## config.mk

```make
export PLATFORM = sky130hd
export DESIGN_NAME = slr_csr
export DESIGN_NICKNAME = d
export VERILOG_FILES = /design/src/rtl/slr_pkg.sv /design/src/rtl/slr_csr.sv
export SDC_FILE = /design/constraint.sdc
export NUM_CORES = 1
export LEC_CHECK = 0
export BUFFER_PORTS_ARGS = -buffer_cell sky130_fd_sc_hd__buf_2
export CORE_ASPECT_RATIO = 1.5
export CORE_MARGIN = 2
export CORE_UTILIZATION = 40
export CTS_CLUSTER_SIZE = 14
export DETAILED_ROUTE_END_ITERATION = 7
export GPL_ROUTABILITY_DRIVEN = 1
export GPL_TIMING_DRIVEN = 0
export PLACE_DENSITY = 0.74
export SKIP_LAST_GASP = 1
export SYNTH_ARGS = -nofsm -noshare
export SYNTH_HDL_FRONTEND = slang
export SYNTH_SLANG_ARGS = --single-unit
export TNS_END_PERCENT = 20
```

## constraint.sdc

```tcl
create_clock -name clock -period 1.3 [get_ports clock]
set_clock_uncertainty 0.05 [all_clocks]
set_input_delay 0.13 -clock clock [delete_from_list [all_inputs] [get_ports clock]]
set_output_delay 0.13 -clock clock [all_outputs]
set_load 0.01 [all_outputs]
```

## src/rtl/slr_pkg.sv

```systemverilog
// Shared constants, types and arithmetic helpers of the SGD linear-regression engine.
`default_nettype none

package slr_pkg;

   localparam int MAX_FEATURES = 16;
   localparam int IDX_W        = (MAX_FEATURES > 1) ? $clog2(MAX_FEATURES) : 1;
   localparam int CNT_W        = $clog2(MAX_FEATURES + 1);

   localparam int FEAT_W     = 32;
   localparam int ACC_W      = 64;
   localparam int LR_W       = 32;
   localparam int FC_W       = 5;
   localparam int CSR_IDX_W  = 4;
   localparam int CSR_DATA_W = 32;

   localparam int WEIGHT_INIT = 100;
   localparam int FC_RESET    = 16;

   localparam logic [ACC_W-1:0] WEIGHT_RESET = ACC_W'(WEIGHT_INIT) << 32;
   localparam logic [ACC_W-1:0] BIAS_RESET   = ACC_W'(1) << 32;
   localparam logic [LR_W-1:0]  LR_RESET     = LR_W'(429);
   localparam logic [CNT_W-1:0] COUNT_RESET  =
      CNT_W'((FC_RESET > MAX_FEATURES) ? MAX_FEATURES : FC_RESET);

   localparam logic [ACC_W-1:0] S64_MAX = {1'b0, {(ACC_W-1){1'b1}}};
   localparam logic [ACC_W-1:0] S64_MIN = {1'b1, {(ACC_W-1){1'b0}}};
   localparam logic [FEAT_W-1:0] S32_MAX = {1'b0, {(FEAT_W-1){1'b1}}};
   localparam logic [FEAT_W-1:0] S32_MIN = {1'b1, {(FEAT_W-1){1'b0}}};

   // register indexes of the configuration port
   localparam logic [CSR_IDX_W-1:0] CSR_STEP_SIZE     = CSR_IDX_W'(0);
   localparam logic [CSR_IDX_W-1:0] CSR_FEATURE_COUNT = CSR_IDX_W'(1);

   typedef enum logic [3:0] {
      ST_IDLE,
      ST_WMAG,
      ST_XMAG,
      ST_PMAG,
      ST_BMAG,
      ST_MLO,
      ST_MHI,
      ST_SUM,
      ST_SGN,
      ST_ACC,
      ST_TOT,
      ST_PRED,
      ST_RESID,
      ST_EMIT
   } state_type;

   // what the current multiply sequence serves
   typedef enum logic [1:0] {
      KIND_DOT,
      KIND_XR,
      KIND_WUPD,
      KIND_BUPD
   } kind_type;

   typedef enum logic [4:0] {
      DP_NOP,
      DP_LOAD,
      DP_MAG_WX,
      DP_MAG_XR,
      DP_MAG_PL,
      DP_MAG_BL,
      DP_MUL_LO,
      DP_MUL_HI,
      DP_SUM_WX,
      DP_SUM_LR,
      DP_SGN,
      DP_ACC_DOT,
      DP_UPD_W,
      DP_UPD_B,
      DP_TOT,
      DP_PRED,
      DP_RESID,
      DP_EMIT
   } dp_op_type;

   typedef struct packed {
      dp_op_type        op;
      logic [IDX_W-1:0] idx;
      logic             clear_acc;
   } dp_cmd_type;

   function automatic logic [ACC_W-1:0] sat_add64(input logic [ACC_W-1:0] a,
                                                   input logic [ACC_W-1:0] b);
      logic [ACC_W-1:0] s;
      s = a + b;
      if ((a[ACC_W-1] == b[ACC_W-1]) && (s[ACC_W-1] != a[ACC_W-1])) begin
         return a[ACC_W-1] ? S64_MIN : S64_MAX;
      end
      return s;
   endfunction

   function automatic logic [ACC_W-1:0] sat_sub64(input logic [ACC_W-1:0] a,
                                                   input logic [ACC_W-1:0] b);
      logic [ACC_W-1:0] s;
      s = a - b;
      if ((a[ACC_W-1] != b[ACC_W-1]) && (s[ACC_W-1] != a[ACC_W-1])) begin
         return a[ACC_W-1] ? S64_MIN : S64_MAX;
      end
      return s;
   endfunction

   // narrow a signed 48-bit value to 32 bits with saturation
   function automatic logic [FEAT_W-1:0] sat32(input logic [47:0] v);
      if (!v[47] && (|v[46:31])) begin
         return S32_MAX;
      end
      if (v[47] && !(&v[46:31])) begin
         return S32_MIN;
      end
      return v[31:0];
   endfunction

   function automatic logic [FEAT_W-1:0] abs32(input logic [FEAT_W-1:0] v);
      return v[FEAT_W-1] ? (~v + FEAT_W'(1)) : v;
   endfunction

   function automatic logic [ACC_W-1:0] abs64(input logic [ACC_W-1:0] v);
      return v[ACC_W-1] ? (~v + ACC_W'(1)) : v;
   endfunction

endpackage

`default_nettype wire

```

## src/rtl/slr_csr.sv

```systemverilog
// Configuration registers: learning rate and clamped feature count.
`default_nettype none

module slr_csr (
   input  logic                                   clock,
   input  logic                                   reset,
   input  logic                                   csr_valid,
   output logic                                   csr_ready,
   input  logic [slr_pkg::CSR_IDX_W-1:0]          csr_index,
   input  logic [slr_pkg::CSR_DATA_W-1:0]         csr_data,
   output logic [slr_pkg::LR_W-1:0]               step_size,
   output logic [slr_pkg::CNT_W-1:0]              feature_count,
   output logic                                   count_clear
);

   logic [slr_pkg::LR_W-1:0]  lr_ff, lr_in;
   logic [slr_pkg::CNT_W-1:0] count_ff, count_in;
   logic [slr_pkg::FC_W-1:0]  raw_count;
   logic                      wr;

   assign csr_ready = 1'b1;
   assign wr        = csr_valid & csr_ready;
   assign raw_count = csr_data[slr_pkg::FC_W-1:0];

   always_comb begin
      lr_in       = lr_ff;
      count_in    = count_ff;
      count_clear = 1'b0;
      if (wr) begin
         unique case (csr_index)
            slr_pkg::CSR_STEP_SIZE: begin
               lr_in = csr_data[slr_pkg::LR_W-1:0];
            end
            slr_pkg::CSR_FEATURE_COUNT: begin
               // clamp to 1..MAX_FEATURES and drop any partial sample
               count_clear = 1'b1;
               if (raw_count == '0) begin
                  count_in = slr_pkg::CNT_W'(1);
               end else if (int'(raw_count) > slr_pkg::MAX_FEATURES) begin
                  count_in = slr_pkg::CNT_W'(slr_pkg::MAX_FEATURES);
               end else begin
                  count_in = slr_pkg::CNT_W'(raw_count);
               end
            end
            default: begin
            end
         endcase
      end
   end

   always_ff @(posedge clock) begin
      if (reset) begin
         lr_ff    <= slr_pkg::LR_RESET;
         count_ff <= slr_pkg::COUNT_RESET;
      end else begin
         lr_ff    <= lr_in;
         count_ff <= count_in;
      end
   end

   assign step_size     = lr_ff;
   assign feature_count = count_ff;

endmodule

`default_nettype wire

```

==> impl_metrics.json <==
{
  "status": "complete, no violations",
  "die-width_um": 55.1,
  "antenna_left": 0,
  "final_cell_mix": "78 x buf_2, 37 x dfxtp_1, 26 x nand3b_1, 26 x a21oi_1, 20 x o21ai_1",
  "synth_edf_count": 0,
  "final_common_cell": "buf_2",
  "grt_usage": 0.185,
  "setup_violations": 0,
  "async_reset_ff_frac": 0,
  "cp-end-kind": "primary output",
  "worst-path-max-fanout": 5,
  "yosysSeqAreaShare": 0.472,
  "min_path_type": "in -> reg",
  "cts-root-buf": "clkbuf_8",
  "ys_ff_latch": 37,
  "cp.arrival_ns": 1.04,
  "ios": 78,
  "core-area_um2": 3720,
  "cts_buffers": 5,
  "worst_slack_ns": 0.0767,
  "first_global_vias": 1363,
  "place_congestion": 0.734,
  "vias": 1558,
  "grt_setup_unrepaired": "no",
  "rows": 27,
  "dp_slack_ns": -0.194,
  "period_share": 0.941,
  "dr.pass1.iters": 4,
  "die_area_um2": 4450,
  "cap_violations": 0,
  "portBuffers": 74,
  "start_kind": "primary input",
  "avgSynthCellArea_um2": 8.91,
  "place_inst": 293,
  "hpwl_um": 2890,
  "clock-sinks": 37,
  "cts.clk_slew.worst_paths_ns": 0.07,
  "nets": 296,
  "die_h_um": 80.7,
  "p_total_w": 0.00217,
  "syn_to_final_growth_pct": 33.1,
  "avgViaCountPerCell": 5.19,
  "place_area_um2": 1990,
  "grt_pass1_wl_um": 6020,
  "synth_area_um2": 1570,
  "drt-initial-drc-count": 39,
  "routed_wirelength_um": 4010,
  "grt_antenna_before_repair": 0,
  "synthesis.nets": 215,
  "clk_path_buf_depth": 2,
  "cts_tree": "done",
  "fillers": 381,
  "antenna_cells": 0,
  "crit_required_ns": 1.12,
  "yosys_warnings": 0,
  "post_cts_buffers": 0,
  "post-route-min-period_ns": 1.22,
  "yosysUniqueCellTypes": 25,
  "start_util": 0.422,
  "final-hold-violation-count": 0,
  "htree_num_levels": 2,
  "drc": 0,
  "postLayoutCellArea_um2": 2090,
  "finalMaxSlewViolations": 0,
  "syn_inst": 176,
  "fmax_mhz": 817,
  "power.density_nw_per_um2": 1040,
  "leakage_nw": 0.889,
  "clock_latency_ns": 0.28,
  "fin_cells": 300,
  "grt_overflow": 0,
  "layout-drive-gt1-share": 0.350,
  "grt_max_degree": 11,
  "irDropWorstVdd_v": 0.000809,
  "wire_per_inst_um": 13.4,
  "path_class": "in -> out",
  "synthFlopType": "dfxtp_1"
}
-- stage by stage --
| step | hold WS (ns) | setup TNS [ns] | util |
|---|---|---|---|
| finish | 0.0569 | 0 | 0.562 |
| global route | 0.0522 | 0 | 0.562 |
| CTS | 0.0517 | 0 | 0.562 |
| detailed placement | 0.345 | -5.33 | 0.536 |
| global placement | 0.338 | -5.48 | 0.536 |
| floorplan | 0.182 | 0 | - |
-- state kept, by name, summed over array words and instances, names as in the netlist --
name	cells
feature_count	5
step_size	32
-- logic make-up after synthesis --
group / Yosys count / share of synthesized area
AO/OA/AOI/OAI: 58 / 0.192
flip-flops: 37 / 0.472
multiplexers: 6 / 0.0383
buffers and inverters: 20 / 0.0654
AND/OR/NAND/NOR: 54 / 0.230
other: 1 / 0.00239
-- synthesized netlist by cell type, types with 2 or more instances --
cell,count,area [um^2]
dfxtp_1,37,741
a21oi_1,26,130
nand3b_1,26,195
o21ai_1,20,100
nor2_1,13,48.8
clkbuf_1,9,33.8
o21ai_0,9,45.0
mux2i_1,6,60.1
buf_2,4,20.0
nand2b_1,3,18.8
nand3_1,3,15.0
nor3b_1,3,22.5
a211o_1,2,17.5
buf_4,2,15.0
buf_6,2,22.5
inv_1,2,7.51
-- area by class of cell --
| class | count | area (um^2) | area share |
|---|---|---|---|
| inverters | 2 | 7.51 | 0.00359 |
| repair buffers | 74 | 370 | 0.177 |
| flip-flops and latches | 37 | 741 | 0.355 |
| multi-input cells | 119 | 734 | 0.352 |
| plain buffers | 18 | 95.1 | 0.0455 |
| clock buffers | 7 | 86.3 | 0.0413 |
| well taps | 43 | 53.8 | 0.0258 |
-- timing repair --
| action | in CTS | in global routing |
|---|---|---|
| resized for setup | 1 | 0 |
| endpoints found under the setup margin | 1 | 0 |
| hold buffers | 0 | 0 |
-- critical path: stages --
cell	delay [ns]
buf_2	0.12
nor4b_4	0.37
nand2_1	0.16
inv_1	0.12
buf_2	0.14
-- final timing paths --
check,from,to,slack (ns),cells past startpoint
worst min register to register,feature_count[4]$_SDFFE_PP1P_,feature_count[4]$_SDFFE_PP1P_,0.43,1
worst max register to register,feature_count[0]$_SDFFE_PP0P_,feature_count[0]$_SDFFE_PP0P_,0.52,3
worst min-delay path,csr_data[26],step_size[26]$_SDFFE_PP0P_,0.06,3
worst max-delay path,csr_index[1],count_clear,0.08,5
-- report_power, final --
group	leakage [nW]	total [W]	switching [W]	internal [W]
registers	0.299	0.00115	0.00000635	0.00115
clock network	0.0443	0.000799	0.000379	0.000420
logic	0.546	0.000214	0.000118	0.0000962
-- per-layer routing --
layer	routed length, um	vias to the layer above	GRT usage
met5	0	-	0
li1	-	778	-
met4	72	0	0.0732
met3	272	7	0.0520
met2	2020	50	0.321
met1	1640	723	0.205
No activity file was read; power rests on OpenSTA's default activity.
