--- config.mk ---
export PLATFORM = sky130hd
export DESIGN_NAME = slr_ctrl
export DESIGN_NICKNAME = d
export VERILOG_FILES = /design/src/rtl/slr_pkg.sv /design/src/rtl/slr_ctrl.sv
export SDC_FILE = /design/constraint.sdc
export NUM_CORES = 1
export LEC_CHECK = 0
export ABC_AREA = 1
export BUFFER_PORTS_ARGS = -buffer_cell sky130_fd_sc_hd__buf_2
export CAP_MARGIN = 10
export CORE_UTILIZATION = 51
export CTS_CLUSTER_SIZE = 30
export DETAILED_ROUTE_END_ITERATION = 7
export GPL_TIMING_DRIVEN = 0
export PLACE_DENSITY = 0.75
export RECOVER_POWER = 100
export SETUP_SLACK_MARGIN = 0.4
export SLEW_MARGIN = 20
export SYNTH_ARGS = -nofsm -noshare
export SYNTH_HDL_FRONTEND = slang
export SYNTH_SLANG_ARGS = --single-unit
--- constraint.sdc ---
create_clock -name clock -period 2 [get_ports clock]
set_clock_uncertainty 0.15 [all_clocks]
set_input_delay 0.3 -clock clock [delete_from_list [all_inputs] [get_ports clock]]
set_output_delay 0.3 -clock clock [all_outputs]
set_load 0.02 [all_outputs]
--- src/rtl/slr_pkg.sv ---
// Shared constants, types and arithmetic helpers of the SGD linear-regression engine.
`default_nettype none

package slr_pkg;

   localparam int MAX_FEATURES = 16;
   localparam int IDX_W        = (MAX_FEATURES > 1) ? $clog2(MAX_FEATURES) : 1;
   localparam int CNT_W        = $clog2(MAX_FEATURES + 1);

   localparam int FEAT_W     = 32;
   localparam int ACC_W      = 64;
   localparam int LR_W       = 32;
   localparam int FC_W       = 5;
   localparam int CSR_IDX_W  = 4;
   localparam int CSR_DATA_W = 32;

   localparam int WEIGHT_INIT = 100;
   localparam int FC_RESET    = 16;

   localparam logic [ACC_W-1:0] WEIGHT_RESET = ACC_W'(WEIGHT_INIT) << 32;
   localparam logic [ACC_W-1:0] BIAS_RESET   = ACC_W'(1) << 32;
   localparam logic [LR_W-1:0]  LR_RESET     = LR_W'(429);
   localparam logic [CNT_W-1:0] COUNT_RESET  =
      CNT_W'((FC_RESET > MAX_FEATURES) ? MAX_FEATURES : FC_RESET);

   localparam logic [ACC_W-1:0] S64_MAX = {1'b0, {(ACC_W-1){1'b1}}};
   localparam logic [ACC_W-1:0] S64_MIN = {1'b1, {(ACC_W-1){1'b0}}};
   localparam logic [FEAT_W-1:0] S32_MAX = {1'b0, {(FEAT_W-1){1'b1}}};
   localparam logic [FEAT_W-1:0] S32_MIN = {1'b1, {(FEAT_W-1){1'b0}}};

   // register indexes of the configuration port
   localparam logic [CSR_IDX_W-1:0] CSR_STEP_SIZE     = CSR_IDX_W'(0);
   localparam logic [CSR_IDX_W-1:0] CSR_FEATURE_COUNT = CSR_IDX_W'(1);

   typedef enum logic [3:0] {
      ST_IDLE,
      ST_WMAG,
      ST_XMAG,
      ST_PMAG,
      ST_BMAG,
      ST_MLO,
      ST_MHI,
      ST_SUM,
      ST_SGN,
      ST_ACC,
      ST_TOT,
      ST_PRED,
      ST_RESID,
      ST_EMIT
   } state_type;

   // what the current multiply sequence serves
   typedef enum logic [1:0] {
      KIND_DOT,
      KIND_XR,
      KIND_WUPD,
      KIND_BUPD
   } kind_type;

   typedef enum logic [4:0] {
      DP_NOP,
      DP_LOAD,
      DP_MAG_WX,
      DP_MAG_XR,
      DP_MAG_PL,
      DP_MAG_BL,
      DP_MUL_LO,
      DP_MUL_HI,
      DP_SUM_WX,
      DP_SUM_LR,
      DP_SGN,
      DP_ACC_DOT,
      DP_UPD_W,
      DP_UPD_B,
      DP_TOT,
      DP_PRED,
      DP_RESID,
      DP_EMIT
   } dp_op_type;

   typedef struct packed {
      dp_op_type        op;
      logic [IDX_W-1:0] idx;
      logic             clear_acc;
   } dp_cmd_type;

   function automatic logic [ACC_W-1:0] sat_add64(input logic [ACC_W-1:0] a,
                                                   input logic [ACC_W-1:0] b);
      logic [ACC_W-1:0] s;
      s = a + b;
      if ((a[ACC_W-1] == b[ACC_W-1]) && (s[ACC_W-1] != a[ACC_W-1])) begin
         return a[ACC_W-1] ? S64_MIN : S64_MAX;
      end
      return s;
   endfunction

   function automatic logic [ACC_W-1:0] sat_sub64(input logic [ACC_W-1:0] a,
                                                   input logic [ACC_W-1:0] b);
      logic [ACC_W-1:0] s;
      s = a - b;
      if ((a[ACC_W-1] != b[ACC_W-1]) && (s[ACC_W-1] != a[ACC_W-1])) begin
         return a[ACC_W-1] ? S64_MIN : S64_MAX;
      end
      return s;
   endfunction

   // narrow a signed 48-bit value to 32 bits with saturation
   function automatic logic [FEAT_W-1:0] sat32(input logic [47:0] v);
      if (!v[47] && (|v[46:31])) begin
         return S32_MAX;
      end
      if (v[47] && !(&v[46:31])) begin
         return S32_MIN;
      end
      return v[31:0];
   endfunction

   function automatic logic [FEAT_W-1:0] abs32(input logic [FEAT_W-1:0] v);
      return v[FEAT_W-1] ? (~v + FEAT_W'(1)) : v;
   endfunction

   function automatic logic [ACC_W-1:0] abs64(input logic [ACC_W-1:0] v);
      return v[ACC_W-1] ? (~v + ACC_W'(1)) : v;
   endfunction

endpackage

`default_nettype wire

--- src/rtl/slr_ctrl.sv ---
// Sequencer for the feature walk, sample finish and weight-update walk.
`default_nettype none

module slr_ctrl (
   input  logic                         clock,
   input  logic                         reset,
   input  logic                         req_tvalid,
   output logic                         req_tready,
   input  logic                         req_func,
   input  logic [slr_pkg::CNT_W-1:0]    feature_count,
   input  logic                         count_clear,
   input  logic                         out_hold,
   output slr_pkg::dp_cmd_type          cmd
);

   slr_pkg::state_type         state_ff, state_in;
   slr_pkg::kind_type          kind_ff, kind_in;
   logic [slr_pkg::IDX_W-1:0]  fidx_ff, fidx_in;
   logic [slr_pkg::IDX_W-1:0]  uidx_ff, uidx_in;
   logic                       last_ff, last_in;
   logic                       train_ff, train_in;
   logic [slr_pkg::IDX_W-1:0]  cur_idx;
   logic                       cur_last;
   logic                       uidx_last;
   logic                       accept;

   always_comb begin
      cur_idx   = (slr_pkg::CNT_W'(fidx_ff) >= feature_count) ? '0 : fidx_ff;
      cur_last  = (slr_pkg::CNT_W'(cur_idx) + slr_pkg::CNT_W'(1)) == feature_count;
      uidx_last = (slr_pkg::CNT_W'(uidx_ff) + slr_pkg::CNT_W'(1)) == feature_count;
      accept    = req_tvalid & req_tready;
   end

   // next state
   always_comb begin
      state_in = state_ff;
      kind_in  = kind_ff;
      unique case (state_ff)
         slr_pkg::ST_IDLE: begin
            if (req_tvalid) begin
               state_in = slr_pkg::ST_WMAG;
               kind_in  = slr_pkg::KIND_DOT;
            end
         end
         slr_pkg::ST_WMAG:  state_in = slr_pkg::ST_MLO;
         slr_pkg::ST_XMAG:  state_in = slr_pkg::ST_MLO;
         slr_pkg::ST_PMAG: begin
            state_in = slr_pkg::ST_MLO;
            kind_in  = slr_pkg::KIND_WUPD;
         end
         slr_pkg::ST_BMAG: begin
            state_in = slr_pkg::ST_MLO;
            kind_in  = slr_pkg::KIND_BUPD;
         end
         slr_pkg::ST_MLO: begin
            // feature times residual needs one pass only, then scale by lr
            state_in = (kind_ff == slr_pkg::KIND_XR) ? slr_pkg::ST_PMAG : slr_pkg::ST_MHI;
         end
         slr_pkg::ST_MHI:   state_in = slr_pkg::ST_SUM;
         slr_pkg::ST_SUM:   state_in = slr_pkg::ST_SGN;
         slr_pkg::ST_SGN:   state_in = slr_pkg::ST_ACC;
         slr_pkg::ST_ACC: begin
            unique case (kind_ff)
               slr_pkg::KIND_DOT: begin
                  state_in = last_ff ? slr_pkg::ST_TOT : slr_pkg::ST_IDLE;
               end
               slr_pkg::KIND_WUPD: begin
                  if (uidx_last) begin
                     state_in = slr_pkg::ST_BMAG;
                  end else begin
                     state_in = slr_pkg::ST_XMAG;
                     kind_in  = slr_pkg::KIND_XR;
                  end
               end
               default: state_in = slr_pkg::ST_IDLE;
            endcase
         end
         slr_pkg::ST_TOT:   state_in = slr_pkg::ST_PRED;
         slr_pkg::ST_PRED:  state_in = slr_pkg::ST_RESID;
         slr_pkg::ST_RESID: state_in = slr_pkg::ST_EMIT;
         slr_pkg::ST_EMIT: begin
            if (!out_hold) begin
               if (train_ff) begin
                  state_in = slr_pkg::ST_XMAG;
                  kind_in  = slr_pkg::KIND_XR;
               end else begin
                  state_in = slr_pkg::ST_IDLE;
               end
            end
         end
         default: state_in = slr_pkg::ST_IDLE;
      endcase
   end

   // indexes and sample flags
   always_comb begin
      fidx_in  = fidx_ff;
      uidx_in  = uidx_ff;
      last_in  = last_ff;
      train_in = train_ff;
      if (accept) begin
         last_in  = cur_last;
         train_in = ~req_func;
         fidx_in  = cur_last ? '0 : (cur_idx + slr_pkg::IDX_W'(1));
      end
      if (count_clear) begin
         fidx_in = '0;
      end
      if ((state_ff == slr_pkg::ST_EMIT) && !out_hold) begin
         uidx_in = '0;
      end
      if ((state_ff == slr_pkg::ST_ACC) && (kind_ff == slr_pkg::KIND_WUPD) && !uidx_last) begin
         uidx_in = uidx_ff + slr_pkg::IDX_W'(1);
      end
   end

   // outputs
   always_comb begin
      req_tready    = (state_ff == slr_pkg::ST_IDLE);
      cmd.op        = slr_pkg::DP_NOP;
      cmd.idx       = (state_ff == slr_pkg::ST_IDLE) ? cur_idx : uidx_ff;
      cmd.clear_acc = count_clear;
      unique case (state_ff)
         slr_pkg::ST_IDLE:  cmd.op = req_tvalid ? slr_pkg::DP_LOAD : slr_pkg::DP_NOP;
         slr_pkg::ST_WMAG:  cmd.op = slr_pkg::DP_MAG_WX;
         slr_pkg::ST_XMAG:  cmd.op = slr_pkg::DP_MAG_XR;
         slr_pkg::ST_PMAG:  cmd.op = slr_pkg::DP_MAG_PL;
         slr_pkg::ST_BMAG:  cmd.op = slr_pkg::DP_MAG_BL;
         slr_pkg::ST_MLO:   cmd.op = slr_pkg::DP_MUL_LO;
         slr_pkg::ST_MHI:   cmd.op = slr_pkg::DP_MUL_HI;
         slr_pkg::ST_SUM: begin
            cmd.op = (kind_ff == slr_pkg::KIND_DOT) ? slr_pkg::DP_SUM_WX : slr_pkg::DP_SUM_LR;
         end
         slr_pkg::ST_SGN:   cmd.op = slr_pkg::DP_SGN;
         slr_pkg::ST_ACC: begin
            unique case (kind_ff)
               slr_pkg::KIND_DOT:  cmd.op = slr_pkg::DP_ACC_DOT;
               slr_pkg::KIND_WUPD: cmd.op = slr_pkg::DP_UPD_W;
               slr_pkg::KIND_BUPD: cmd.op = slr_pkg::DP_UPD_B;
               default:            cmd.op = slr_pkg::DP_NOP;
            endcase
         end
         slr_pkg::ST_TOT:   cmd.op = slr_pkg::DP_TOT;
         slr_pkg::ST_PRED:  cmd.op = slr_pkg::DP_PRED;
         slr_pkg::ST_RESID: cmd.op = slr_pkg::DP_RESID;
         slr_pkg::ST_EMIT:  cmd.op = out_hold ? slr_pkg::DP_NOP : slr_pkg::DP_EMIT;
         default:           cmd.op = slr_pkg::DP_NOP;
      endcase
   end

   always_ff @(posedge clock) begin
      if (reset) begin
         state_ff <= slr_pkg::ST_IDLE;
         kind_ff  <= slr_pkg::KIND_DOT;
         fidx_ff  <= '0;
         uidx_ff  <= '0;
         last_ff  <= 1'b0;
         train_ff <= 1'b0;
      end else begin
         state_ff <= state_in;
         kind_ff  <= kind_in;
         fidx_ff  <= fidx_in;
         uidx_ff  <= uidx_in;
         last_ff  <= last_in;
         train_ff <= train_in;
      end
   end

   ast_accept_starts_mac: assert property (@(posedge clock) disable iff (reset)
      accept |=> (state_ff == slr_pkg::ST_WMAG))
      else $error("accepted transaction did not start the multiply-accumulate");

   ast_fidx_range: assert property (@(posedge clock) disable iff (reset)
      slr_pkg::CNT_W'(fidx_ff) < feature_count)
      else $error("feature index beyond feature count");

   ast_update_only_train: assert property (@(posedge clock) disable iff (reset)
      ((state_ff == slr_pkg::ST_ACC) && (kind_ff == slr_pkg::KIND_WUPD)) |-> train_ff)
      else $error("weight update outside a training sample");

endmodule

`default_nettype wire

==> impl_metrics.py, run 1 <==
metrics = {
    "outcome": {
        "status": "complete, but fails checks",
        "violations": "negative setup slack",
    },
    "power": {
        "p_sw_share_pct": 51.3,
        "p_seq_share_pct": 18.7,
        "p_sw_mw": 1.22,
        "combPwrFrac_pct": 70.6,
        "power_mw": 2.39,
        "p_per_area_nw_per_um2": 918,
        "leakage_nw": 1.14,
        "power.share.clock_pct": 10.7,
        "vdd_drop_max_uv": 1180,
        "p_int_mw": 1.16,
    },
    "detailed_routing": {
        "first_pass_iters": 5,
        "totalWireLength_mm": 7.75,
        "drc": 0,
        "post_drt_wl_per_cell_um": 22.8,
        "via_per_inst": 6.74,
        "first_iter_violations": 261,
        "antenna_left": 0,
        "vias": 2291,
    },
    "worst_setup_path": {
        "worstPathRequired_ns": 2.08,
        "critical_path.startpoint_type": "flop",
        "worstPathArrival_ns": 2.45,
        "critPathCaptureType": "flop",
        "max_stage_delay_ns": 0.39,
        "path_class": "reg2reg",
        "cp_slowest_cell": "dfxtp_4",
        "cpMostUsedCell": "nand2_2",
        "critical_path_peak_fanout": 5,
        "crit_chain": "ha_4 -> nand2_2 -> inv_2 -> nand2_2 -> nand2_2 -> nand2_4 -> nand3_4 -> inv_4 -> ha_4 -> nand4_1 -> nand2_2 -> nand2_1 -> nand2_1 -> nor2_2 -> nand3_2 -> nand2_1 -> a21oi_1",
    },
    "clocking": {
        "insertion_delay_ns": 0.32,
        "cts.clk_slew.worst_paths_ns": 0.13,
        "cts_tree": "yes",
        "cts_sinks": 16,
        "htree_levels": 1,
        "clock_path_buffers": 2,
        "cts_made_buffers": 3,
        "clockRootBuffer": "clkbuf_4",
    },
    "global_route": {
        "grt_most_used_layer": "met2",
        "grt_pass1_wl_mm": 8.80,
        "use_met3_pct": 4.84,
        "antenna_found_initial": 0,
        "grt_pass1_vias": 1838,
        "grt_max_degree": 11,
        "gr-total-overflow": 0,
        "use_met2_pct": 63.7,
        "grt_util_met1_pct": 40.2,
        "grt_usage_pct": 36.3,
    },
    "place": {
        "hpwl_mm": 3.17,
        "gp_congestion": 0.935,
        "io_buffers": 20,
        "dpl_worst_slack_ns": -0.433,
    },
    "yosys": {
        "synthesis.nets": 263,
        "ys_seq_elements": 16,
        "synth-edff-count": 0,
        "synth_cell_type_count": 39,
        "synth_ff_type": "dfxtp_1",
        "synthCells": 242,
        "synth_top_area_share_pct": 21.2,
        "synth.area.top_cells": "dfxtp_1, nand2_1, ha_1",
        "avgSynthCellArea_um2": 6.26,
        "synth_area_um2": 1510,
        "ys_seq_area_share_pct": 21.2,
        "synth.yosys.warnings": 0,
        "yosysTopAreaCell": "dfxtp_1",
        "async_flop_share_pct": 0,
    },
    "timing": {
        "rsz0062_at_grt": "true",
        "maxSlewViolCount": 0,
        "whs_ns": 0.0353,
        "fmax_ghz": 0.422,
        "tns_ns": -3.56,
        "timing.final.crit_share_pct": 118,
        "worst_slew_pin_slew_ns": 0.608,
        "final.setup.worst_slack_ns": -0.369,
        "slew_headroom_pct": 59.5,
        "setup_viol_count_final": 16,
        "hold_viol": 0,
        "post-route-min-period_ns": 2.37,
    },
    "floorplanning": {
        "initial_utilization_pct": 54.4,
        "die_y_um": 56.5,
        "rows": 19,
        "core_um2": 2780,
        "dieWidth_um": 56.5,
        "io_pins": 22,
        "die-area_um2": 3190,
    },
    "cells_and_area": {
        "nFillCells": 92,
        "diodes": 0,
        "postLayoutCoreUtil_pct": 93.5,
        "syn_to_final_growth_pct": 71.8,
        "drive_gt1_share_pct": 60.8,
        "final_nets": 331,
    },
    "job": {
        "drv_cap": 0,
    },
    "min_path": {
        "min-delay-path-class": "in2reg",
    },
}
## worst max-delay path: cells and delay by family, from the launching register on
| family | cells | cell delay, ns |
|---|---|---|
| adders and majority gates | 2 | 0.46 |
| AOI/OAI and AO/OA | 1 | 0.06 |
| and+or+nand+nor | 12 | 1.12 |
| DFF | 1 | 0.39 |
| buffers and inverters | 2 | 0.10 |
## Yosys cell counts (3+ instances only)
master   instances
a21oi_1         19
a31oi_1          3
dfxtp_1         16
ha_1            10
inv_1           26
inv_2           13
nand2_1         63
nand2_2          3
nand3_1         16
nand3_2          3
nand4_1          8
nor2_1          19
nor2_2           4
o21ai_0          7
xor2_1           4
## power groups by stage
| stage | sequential (mW) | combinational, mW | clock (mW) |
|---|---|---|---|
| floorplan | 0.416 | 0.688 | 0 |
| global placement | 0.429 | 0.877 | 0 |
| detailed placement | 0.429 | 0.883 | 0 |
| CTS | 0.437 | 1.22 | 0.224 |
| global route | 0.448 | 1.73 | 0.251 |
| finish | 0.448 | 1.69 | 0.255 |
## registers in the layout, indices dropped and copies added, names as in the netlist
register	count
fidx_ff	4
kind_ff	2
uidx_ff	4
train_ff	1
last_ff	1
state_ff	4
## path summary, 6_finish.rpt
kind                    from          to  slack, ns  cells after the start
setup / recovery  fidx_ff[2]  fidx_ff[2]      -0.37                     17
hold / removal      req_func    train_ff       0.04                      2
setup reg to reg  fidx_ff[2]  fidx_ff[2]      -0.37                     17
hold reg to reg   kind_ff[1]  kind_ff[1]       0.35                      2
## cells by family after synthesis
logic type | Yosys count | synth area share [%]
DFF | 16 | 21.2
and+or+nand+nor | 127 | 40.2
xor gates and xnor gates | 7 | 4.55
buffers and inverters | 44 | 11.2
AOI/OAI and AO/OA | 38 | 14.5
adders and majority gates | 10 | 8.26
## per-stage QoR
| stage | cells | area [µm²] |
|---|---|---|
| 6_report | 340 | 2600 |
| 5_1_grt | 340 | 2600 |
| 4_1_cts | 323 | 2320 |
| 3_5_place_dp | 293 | 1800 |
| 3_3_place_gp | 293 | 1800 |
| 2_1_floorplan | 242 | 1660 |
## placed cells by master, fill, tap and decap left out, drive strengths merged, types with 2 or more instances in the layout
| master | n |
|---|---|
| o21ai | 9 |
| a31oi | 4 |
| or2 | 3 |
| nor2 | 26 |
| clkbuf | 6 |
| inv | 39 |
| nand2 | 66 |
| xnor2 | 3 |
| nand4 | 9 |
| nor3 | 2 |
| ha | 10 |
| nand3 | 19 |
| dfxtp | 16 |
| a21oi | 20 |
| buf | 65 |
| xor2 | 4 |
## cell type report
| class | instances | area, µm² | area share [%] |
|---|---|---|---|
| sequential | 16 | 354 | 13.6 |
| clock buffer | 4 | 36.3 | 1.39 |
| multi-input combinational | 182 | 1460 | 56.0 |
| buffer | 4 | 36.3 | 1.39 |
| inverter | 40 | 169 | 6.49 |
| timing repair buffer | 63 | 510 | 19.6 |
| tap | 31 | 38.8 | 1.49 |
## what timing repair did
| action | 4_1_cts | 5_1_grt |
|---|---|---|
| setup buffers | 26 | 17 |
| pin swaps | 36 | 40 |
| setup endpoints to repair | 25 | 26 |
| resized for setup | 77 | 50 |
| hold buffers | 0 | 0 |
## per-layer routing
layer | vias to the layer above | wire, µm | part of all wire (%)
met2 | 247 | 3490 | 45
met3 | 110 | 819 | 11
met5 | - | 0 | 0
met4 | 0 | 971 | 13
met1 | 1009 | 2470 | 32
li1 | 925 | - | -
Note: power is estimated with default switching activity, not from simulation.
==> inputs of run 2 (changes only) <==
Settings changed: ABC_AREA 1 to unset, CORE_UTILIZATION 51 to 52, PLACE_DENSITY 0.75 to 0.76.
==> run 2 against run 1 <==
  * The flow now stops in 5_1_grt
  * Synthesized area increased by 0.91%
  * Synthesized cell count decreased by 11%
==> impl_metrics.py, run 2 <==
metrics = {
    "yosys": {
        "ys_seq_elements": 16,
        "synth_ff_type": "dfxtp_1",
        "synthCells": 216,
        "yosys-top-cells-count": "nor2_1, nand2_1, a21oi_1",
        "ys_seq_area_share_pct": 21.0,
        "synthesis.nets": 237,
        "yosysTopAreaCell": "dfxtp_1",
        "synth_top_area_share_pct": 21.0,
        "synth.area.top_cells": "dfxtp_1, ha_1, nor2_1",
        "async_flop_share_pct": 0,
        "synthMostInstantiatedCell": "nor2_1",
        "avgSynthCellArea_um2": 7.07,
        "synth-edff-count": 0,
        "synth_area_um2": 1530,
        "synth_cell_type_count": 47,
        "synth.yosys.warnings": 0,
    },
    "place": {
        "postPlaceCellArea_um2": 1870,
        "placedCellCount": 267,
        "gp_congestion": 0.958,
        "io_buffers": 20,
        "hpwl_mm": 3.22,
    },
    "clocking": {
        "clock_path_buffers": 2,
        "cts_made_buffers": 3,
        "clockRootBuffer": "clkbuf_4",
        "cts-hold-fix-buffers": 0,
        "cts_sinks": 16,
        "htree_levels": 1,
    },
    "global_route": {
        "grt_max_degree": 11,
    },
    "timing": {
        "worstEndpointGrtRepair": "fidx_ff[1]$_SDFFE_PP0P_/D",
        "worst-ep-kind": "register input",
    },
    "outcome": {
        "status": "stopped before the end",
        "stop_stage": "5_1_grt",
        "error": "[ERROR DPL-0038] Utilization greater than 100%, impossible to legalize",
    },
    "floorplanning": {
        "rows": 19,
        "dieWidth_um": 56.2,
        "io_pins": 22,
        "die_y_um": 56.2,
        "initial_utilization_pct": 54.9,
    },
}
-- run 2: changes by cell type after synthesis, moves of 5 or more --
cell	previous run	this run
nand2_1	63	22
inv_2	13	0
inv_1	26	15
o21ai_0	7	16
nand3_1	16	8
nor3_1	2	10
nand4_1	8	1
a211oi_1	0	5
clkbuf_1	1	6
-- run 2: stage by stage --
stage | hold WS [ns] | utilization, % | worst slack, ns | setup TNS (ns)
3_3_place_gp | 0.329 | 67.1 | -0.980 | -5.56
3_5_place_dp | 0.337 | 67.1 | -1.08 | -5.85
2_1_floorplan | 0.246 | - | -0.706 | -3.40
4_1_cts | 0.0312 | 86.6 | -0.934 | -6.20
-- run 2: repair_timing --
| action | in CTS |
|---|---|
| pin swaps | 28 |
| endpoints found under the setup margin | 25 |
| buffers inserted | 24 |
| resized for setup | 93 |
-- run 2: kinds of logic after synthesis --
logic type      count (synthesis)  synth area share (%)
compound gates                 70                  30.6
xor+xnor                       11                  6.31
fa+ha+maj                      10                  8.19
buf+inv                        27                  7.13
flops                          16                  21.0
mux                             3                  2.05
simple gates                   79                  24.7
==> inputs of run 3 (changes only) <==
Settings changed: CORE_UTILIZATION 52 to 40, CTS_CLUSTER_SIZE 30 to unset, PLACE_DENSITY 0.76 to unset, PLACE_DENSITY_LB_ADDON set to 0.15, SETUP_SLACK_MARGIN 0.4 to unset.
Clock period 2 ns to 2.6 ns, I/O delays scaled along.
==> run 3 against run 2 <==
  * The flow now finishes, with violations (negative setup slack)
  * Synthesized cell count is the same
  * Synthesized area unchanged
==> impl_metrics.py, run 3 <==
metrics = {
    "floorplanning": {
        "die-area_um2": 4070,
        "initial_utilization_pct": 41.7,
        "io_pins": 22,
        "die_y_um": 63.8,
        "rows": 22,
        "dieWidth_um": 63.8,
        "core_um2": 3660,
    },
    "yosys": {
        "synthMostInstantiatedCell": "nor2_1",
        "synth_top_area_share_pct": 21.0,
        "ys_seq_area_share_pct": 21.0,
        "synthCells": 216,
        "yosys-top-cells-count": "nor2_1, nand2_1, a21oi_1",
        "yosysTopAreaCell": "dfxtp_1",
        "synth_cell_type_count": 47,
        "synth.yosys.warnings": 0,
        "ys_seq_elements": 16,
        "synth-edff-count": 0,
        "async_flop_share_pct": 0,
        "synth_area_um2": 1530,
        "synthesis.nets": 237,
        "synth_ff_type": "dfxtp_1",
        "avgSynthCellArea_um2": 7.07,
        "synth.area.top_cells": "dfxtp_1, ha_1, nor2_1",
    },
    "clocking": {
        "cts_tree": "yes",
        "clock_path_buffers": 2,
        "insertion_delay_ns": 0.25,
        "htree_levels": 1,
        "clockRootBuffer": "clkbuf_8",
        "cts-hold-fix-buffers": 0,
        "cts.clk_slew.worst_paths_ns": 0.06,
        "cts_made_buffers": 3,
        "cts_sinks": 16,
    },
    "global_route": {
        "grt_pass1_vias": 1405,
        "grt_max_degree": 11,
        "gr-total-overflow": 0,
        "antenna_found_initial": 0,
        "grt_pass1_wl_mm": 6.73,
        "grt_usage_pct": 20.9,
    },
    "min_path": {
        "min-delay-path-class": "in2reg",
        "hold_path_depth": 2,
        "worstHoldEndpoint": "train_ff",
        "hold_start": "req_func",
    },
    "place": {
        "hpwl_mm": 2.99,
        "postPlaceCellArea_um2": 1760,
        "io_buffers": 20,
        "gp_congestion": 0.892,
        "dpl_worst_slack_ns": -0.508,
    },
    "detailed_routing": {
        "vias": 1639,
        "first_pass_iters": 4,
        "via_per_inst": 5.48,
        "post_drt_wl_per_cell_um": 14.0,
        "drc": 0,
        "totalWireLength_mm": 4.18,
        "first_iter_violations": 144,
        "antenna_left": 0,
    },
    "timing": {
        "setup_viol_count_final": 5,
        "rsz0062_at_grt": "true",
        "timing.final.crit_share_pct": 111,
        "tns_ns": -1.02,
        "final.setup.worst_slack_ns": -0.296,
        "post-route-min-period_ns": 2.90,
        "worst_slew_pin_slew_ns": 0.559,
        "hold_viol": 0,
        "fmax_ghz": 0.345,
        "slew_headroom_pct": 62.4,
        "maxSlewViolCount": 0,
    },
    "cells_and_area": {
        "nFillCells": 343,
        "multi_input_area_um2": 1230,
        "final_cell_area_um2": 1950,
        "diodes": 0,
        "final_cell_mix": "nor2_1, nand2_1, a21oi_1, clkbuf_1",
        "postLayoutCoreUtil_pct": 53.3,
        "reg.largest.list": "fidx_ff: 4 flops, state_ff: 4 flops, uidx_ff: 4 flops",
        "syn_to_final_growth_pct": 27.8,
        "drive_gt1_share_pct": 24.3,
        "seq_area_um2": 327,
        "final_nets": 273,
    },
    "power": {
        "leakage_nw": 0.765,
        "p_per_area_nw_per_um2": 378,
        "vdd_drop_max_uv": 219,
    },
    "outcome": {
        "status": "complete, but fails checks",
        "violations": "negative setup slack",
    },
    "worst_setup_path": {
        "worstPathRequired_ns": 2.64,
        "r2r_end": "last_ff",
        "ff2ff_setup_slack_ns": -0.30,
        "critical_path.startpoint_type": "flop",
        "reg2reg_depth": 13,
        "r2r_start": "fidx_ff[0]",
        "worstSetupStartpoint": "fidx_ff[0]",
        "critPathCaptureType": "flop",
        "worstPathArrival_ns": 2.93,
        "critical_path_peak_fanout": 3,
        "path_class": "reg2reg",
    },
    "job": {
        "drv_cap": 0,
    },
}
-- run 3: cell counts after synthesis --
Identical to the previous run, type by type.
-- run 3: cell families after synthesis --
logic type      count (synthesis)  synth area share (%)
fa+ha+maj                      10                  8.19
flops                          16                  21.0
mux                             3                  2.05
buf+inv                        27                  7.13
simple gates                   79                  24.7
compound gates                 70                  30.6
xor+xnor                       11                  6.31
-- run 3: worst max path at each step --
stage / to / slack, ns / depth (start not counted)
after floorplan: fidx_ff[1] / -0.11 / 13
after global placement: fidx_ff[1] / -0.50 / 13
after detailed placement: fidx_ff[1] / -0.51 / 13
after CTS: fidx_ff[1] / -0.26 / 13
after global routing: last_ff / -0.43 / 13
final: last_ff / -0.30 / 13
-- run 3: worst max-delay path, cell delays in order, from the launching register on --
cell      delay (ns)
dfxtp_4         0.37
inv_4           0.04
ha_4            0.20
nand2b_4        0.15
a2111o_1        0.39
nand2_2         0.08
and2_4          0.15
ha_4            0.21
xnor2_2         0.13
nand2_1         0.09
a311oi_2        0.25
a31oi_2         0.11
o41ai_2         0.35
nor2b_1         0.15
-- run 3: repair_timing --
action                                 CTS  global route
endpoints found under the hold margin    0             0
setup endpoints to repair                6            10
pin swaps                               10            11
setup buffers                            6             5
gates resized for setup                  4            14
-- run 3: area by class of cell --
cell class                 count  area share (%)
multi-input combinational    173            62.8
sequential                    16            16.7
timing repair buffer          31            8.97
tap                           48            3.07
inverter                      15            3.01
clock buffer                   4            2.82
buffer                        12            2.63
-- run 3: through the flow --
step / hold slack, ns / cells / power, mW
floorplan: 0.336 / 216 / 0.443
global placement: 0.371 / 284 / 0.504
detailed placement: 0.371 / 284 / 0.503
CTS: 0.162 / 294 / 0.735
global route: 0.169 / 299 / 0.784
finish: 0.167 / 299 / 0.739
-- run 3: layer usage --
layer	global-route usage, %	wire, µm	share of wire (%)	up-vias
met4	3.41	19	0.45	0
met1	30.7	2070	50	749
met5	0	0	0	-
met3	4.29	221	5.3	2
met2	31.4	1870	45	41
li1	-	-	-	847
-- run 3: report_power, final --
part	leakage (nW)	internal (mW)	switching, mW
sequential	0.132	0.255	0.00696
combinational	0.605	0.0967	0.159
clock	0.0288	0.134	0.0866
==> inputs of run 4 (changes only) <==
Settings changed: MAX_ROUTING_LAYER set to met4.
==> run 4 against run 3 <==
  * Worst setup slack about the same
  * Total power about the same
  * Sequential power about the same
  * Cell area unchanged
  * Sequential cell count unchanged
  * Die area unchanged
  * The run still ends with negative setup slack left
  * Combinational power about the same
  * Clock-buffer cell count unchanged
  * Routed wire length decreased by 0.53%
  * Fmax about the same
==> impl_metrics.py, run 4 (synthesis results as in run 3) <==
metrics = {
    "timing": {
        "final.setup.worst_slack_ns": -0.296,
        "timing.final.crit_share_pct": 111,
        "fmax_ghz": 0.345,
        "rsz0062_at_grt": "true",
        "hold_viol": 0,
        "worst_slew_pin_slew_ns": 0.568,
        "maxSlewViolCount": 0,
        "slew_headroom_pct": 61.8,
        "setup_viol_count_final": 5,
        "post-route-min-period_ns": 2.90,
    },
    "worst_setup_path": {
        "ff2ff_setup_slack_ns": -0.30,
        "endpoint": "last_ff",
        "path_class": "reg2reg",
        "critPathCaptureType": "flop",
        "r2r_start": "fidx_ff[0]",
        "critical_path.startpoint_type": "flop",
        "reg2reg_depth": 13,
        "worstPathRequired_ns": 2.64,
        "worstSetupStartpoint": "fidx_ff[0]",
        "critical_path_peak_fanout": 3,
        "worstPathArrival_ns": 2.93,
        "r2r_end": "last_ff",
    },
    "detailed_routing": {
        "first_iter_violations": 177,
        "via_per_inst": 5.52,
        "first_pass_iters": 4,
        "totalWireLength_mm": 4.16,
        "antenna_left": 0,
        "drc": 0,
        "post_drt_wl_per_cell_um": 13.9,
        "vias": 1650,
    },
    "clocking": {
        "cts-hold-fix-buffers": 0,
        "cts_made_buffers": 3,
        "cts_sinks": 16,
        "insertion_delay_ns": 0.25,
        "clockRootBuffer": "clkbuf_8",
        "cts_tree": "yes",
        "cts.clk_slew.worst_paths_ns": 0.06,
        "clock_path_buffers": 2,
        "htree_levels": 1,
    },
    "floorplanning": {
        "rows": 22,
        "die_y_um": 63.8,
        "io_pins": 22,
        "initial_utilization_pct": 41.7,
        "core_um2": 3660,
        "dieWidth_um": 63.8,
        "die-area_um2": 4070,
    },
    "cells_and_area": {
        "nFillCells": 343,
        "drive_gt1_share_pct": 24.3,
        "final_nets": 273,
        "reg.largest.list": "fidx_ff: 4 flops, state_ff: 4 flops, uidx_ff: 4 flops",
        "final_cell_mix": "nor2_1, nand2_1, a21oi_1, clkbuf_1",
        "diodes": 0,
        "syn_to_final_growth_pct": 27.8,
        "final_cell_area_um2": 1950,
    },
    "power": {
        "leakage_nw": 0.765,
        "power_uw": 738,
        "vdd_drop_max_uv": 220,
        "p_per_area_nw_per_um2": 378,
    },
    "global_route": {
        "gr-total-overflow": 0,
        "grt_pass1_vias": 1411,
        "grt_pass1_wl_mm": 6.74,
        "antenna_found_initial": 0,
        "grt_usage_pct": 21.5,
        "grt_max_degree": 11,
    },
    "min_path": {
        "min-delay-path-class": "in2reg",
        "hold_start": "req_func",
    },
    "place": {
        "postPlaceCellArea_um2": 1760,
        "gp_congestion": 0.907,
        "io_buffers": 20,
        "hpwl_mm": 2.99,
    },
    "outcome": {
        "status": "complete, but fails checks",
        "violations": "negative setup slack",
    },
    "job": {
        "drv_cap": 0,
    },
}
run 4: cell counts in the layout (fill, tap and decap cells not counted):
Identical to the previous run, type by type.
run 4: per-stage QoR:
step	setup TNS, ns	setup WS (ns)	hold slack (ns)	cells	util, %
floorplan	-0.171	-0.109	0.336	216	-
global placement	-2.16	-0.500	0.371	284	48.1
detailed placement	-2.23	-0.508	0.371	284	48.1
CTS	-1.15	-0.262	0.162	294	51.1
global route	-1.80	-0.434	0.169	299	53.3
finish	-1.01	-0.296	0.167	299	53.3
run 4: layout make-up:
class / instances / area (µm²) / area share [%]
buffer: 12 / 51.3 / 2.63
clock buffer: 4 / 55.1 / 2.82
inverter: 15 / 58.8 / 3.01
multi-input combinational: 173 / 1230 / 62.8
sequential: 16 / 327 / 16.7
tap: 48 / 60.1 / 3.07
timing repair buffer: 31 / 175 / 8.97
run 4: worst min path at each step:
stage,cells after the start,end
6_report,2,train_ff
3_5_place_dp,2,train_ff
5_1_grt,2,train_ff
3_3_place_gp,2,train_ff
2_1_floorplan,1,train_ff
4_1_cts,2,train_ff
run 4: power by group:
| part | switching, mW | leakage [nW] | internal, mW |
|---|---|---|---|
| logic | 0.158 | 0.605 | 0.0966 |
| registers | 0.00688 | 0.132 | 0.255 |
| clock network | 0.0865 | 0.0288 | 0.134 |
run 4: timing repair:
action	CTS	global route
endpoints found under the setup margin	6	10
buffers inserted	6	5
gates resized for setup	4	14
pin swaps	10	11
gates cloned	0	0
run 4: worst max-delay path, cell delays in order, from the launching register on:
cell	delay [ns]
dfxtp_4	0.37
inv_4	0.04
ha_4	0.20
nand2b_4	0.15
a2111o_1	0.39
nand2_2	0.08
and2_4	0.15
ha_4	0.21
xnor2_2	0.13
nand2_1	0.09
a311oi_2	0.25
a31oi_2	0.11
o41ai_2	0.35
nor2b_1	0.15
run 4: layer usage:
layer,vias to the layer above,GRT usage (%),wire length (µm)
li1,848,-,-
met2,56,31.4,1830
met5,-,-,0
met3,4,4.29,263
met4,0,3.41,25
met1,742,30.8,2040
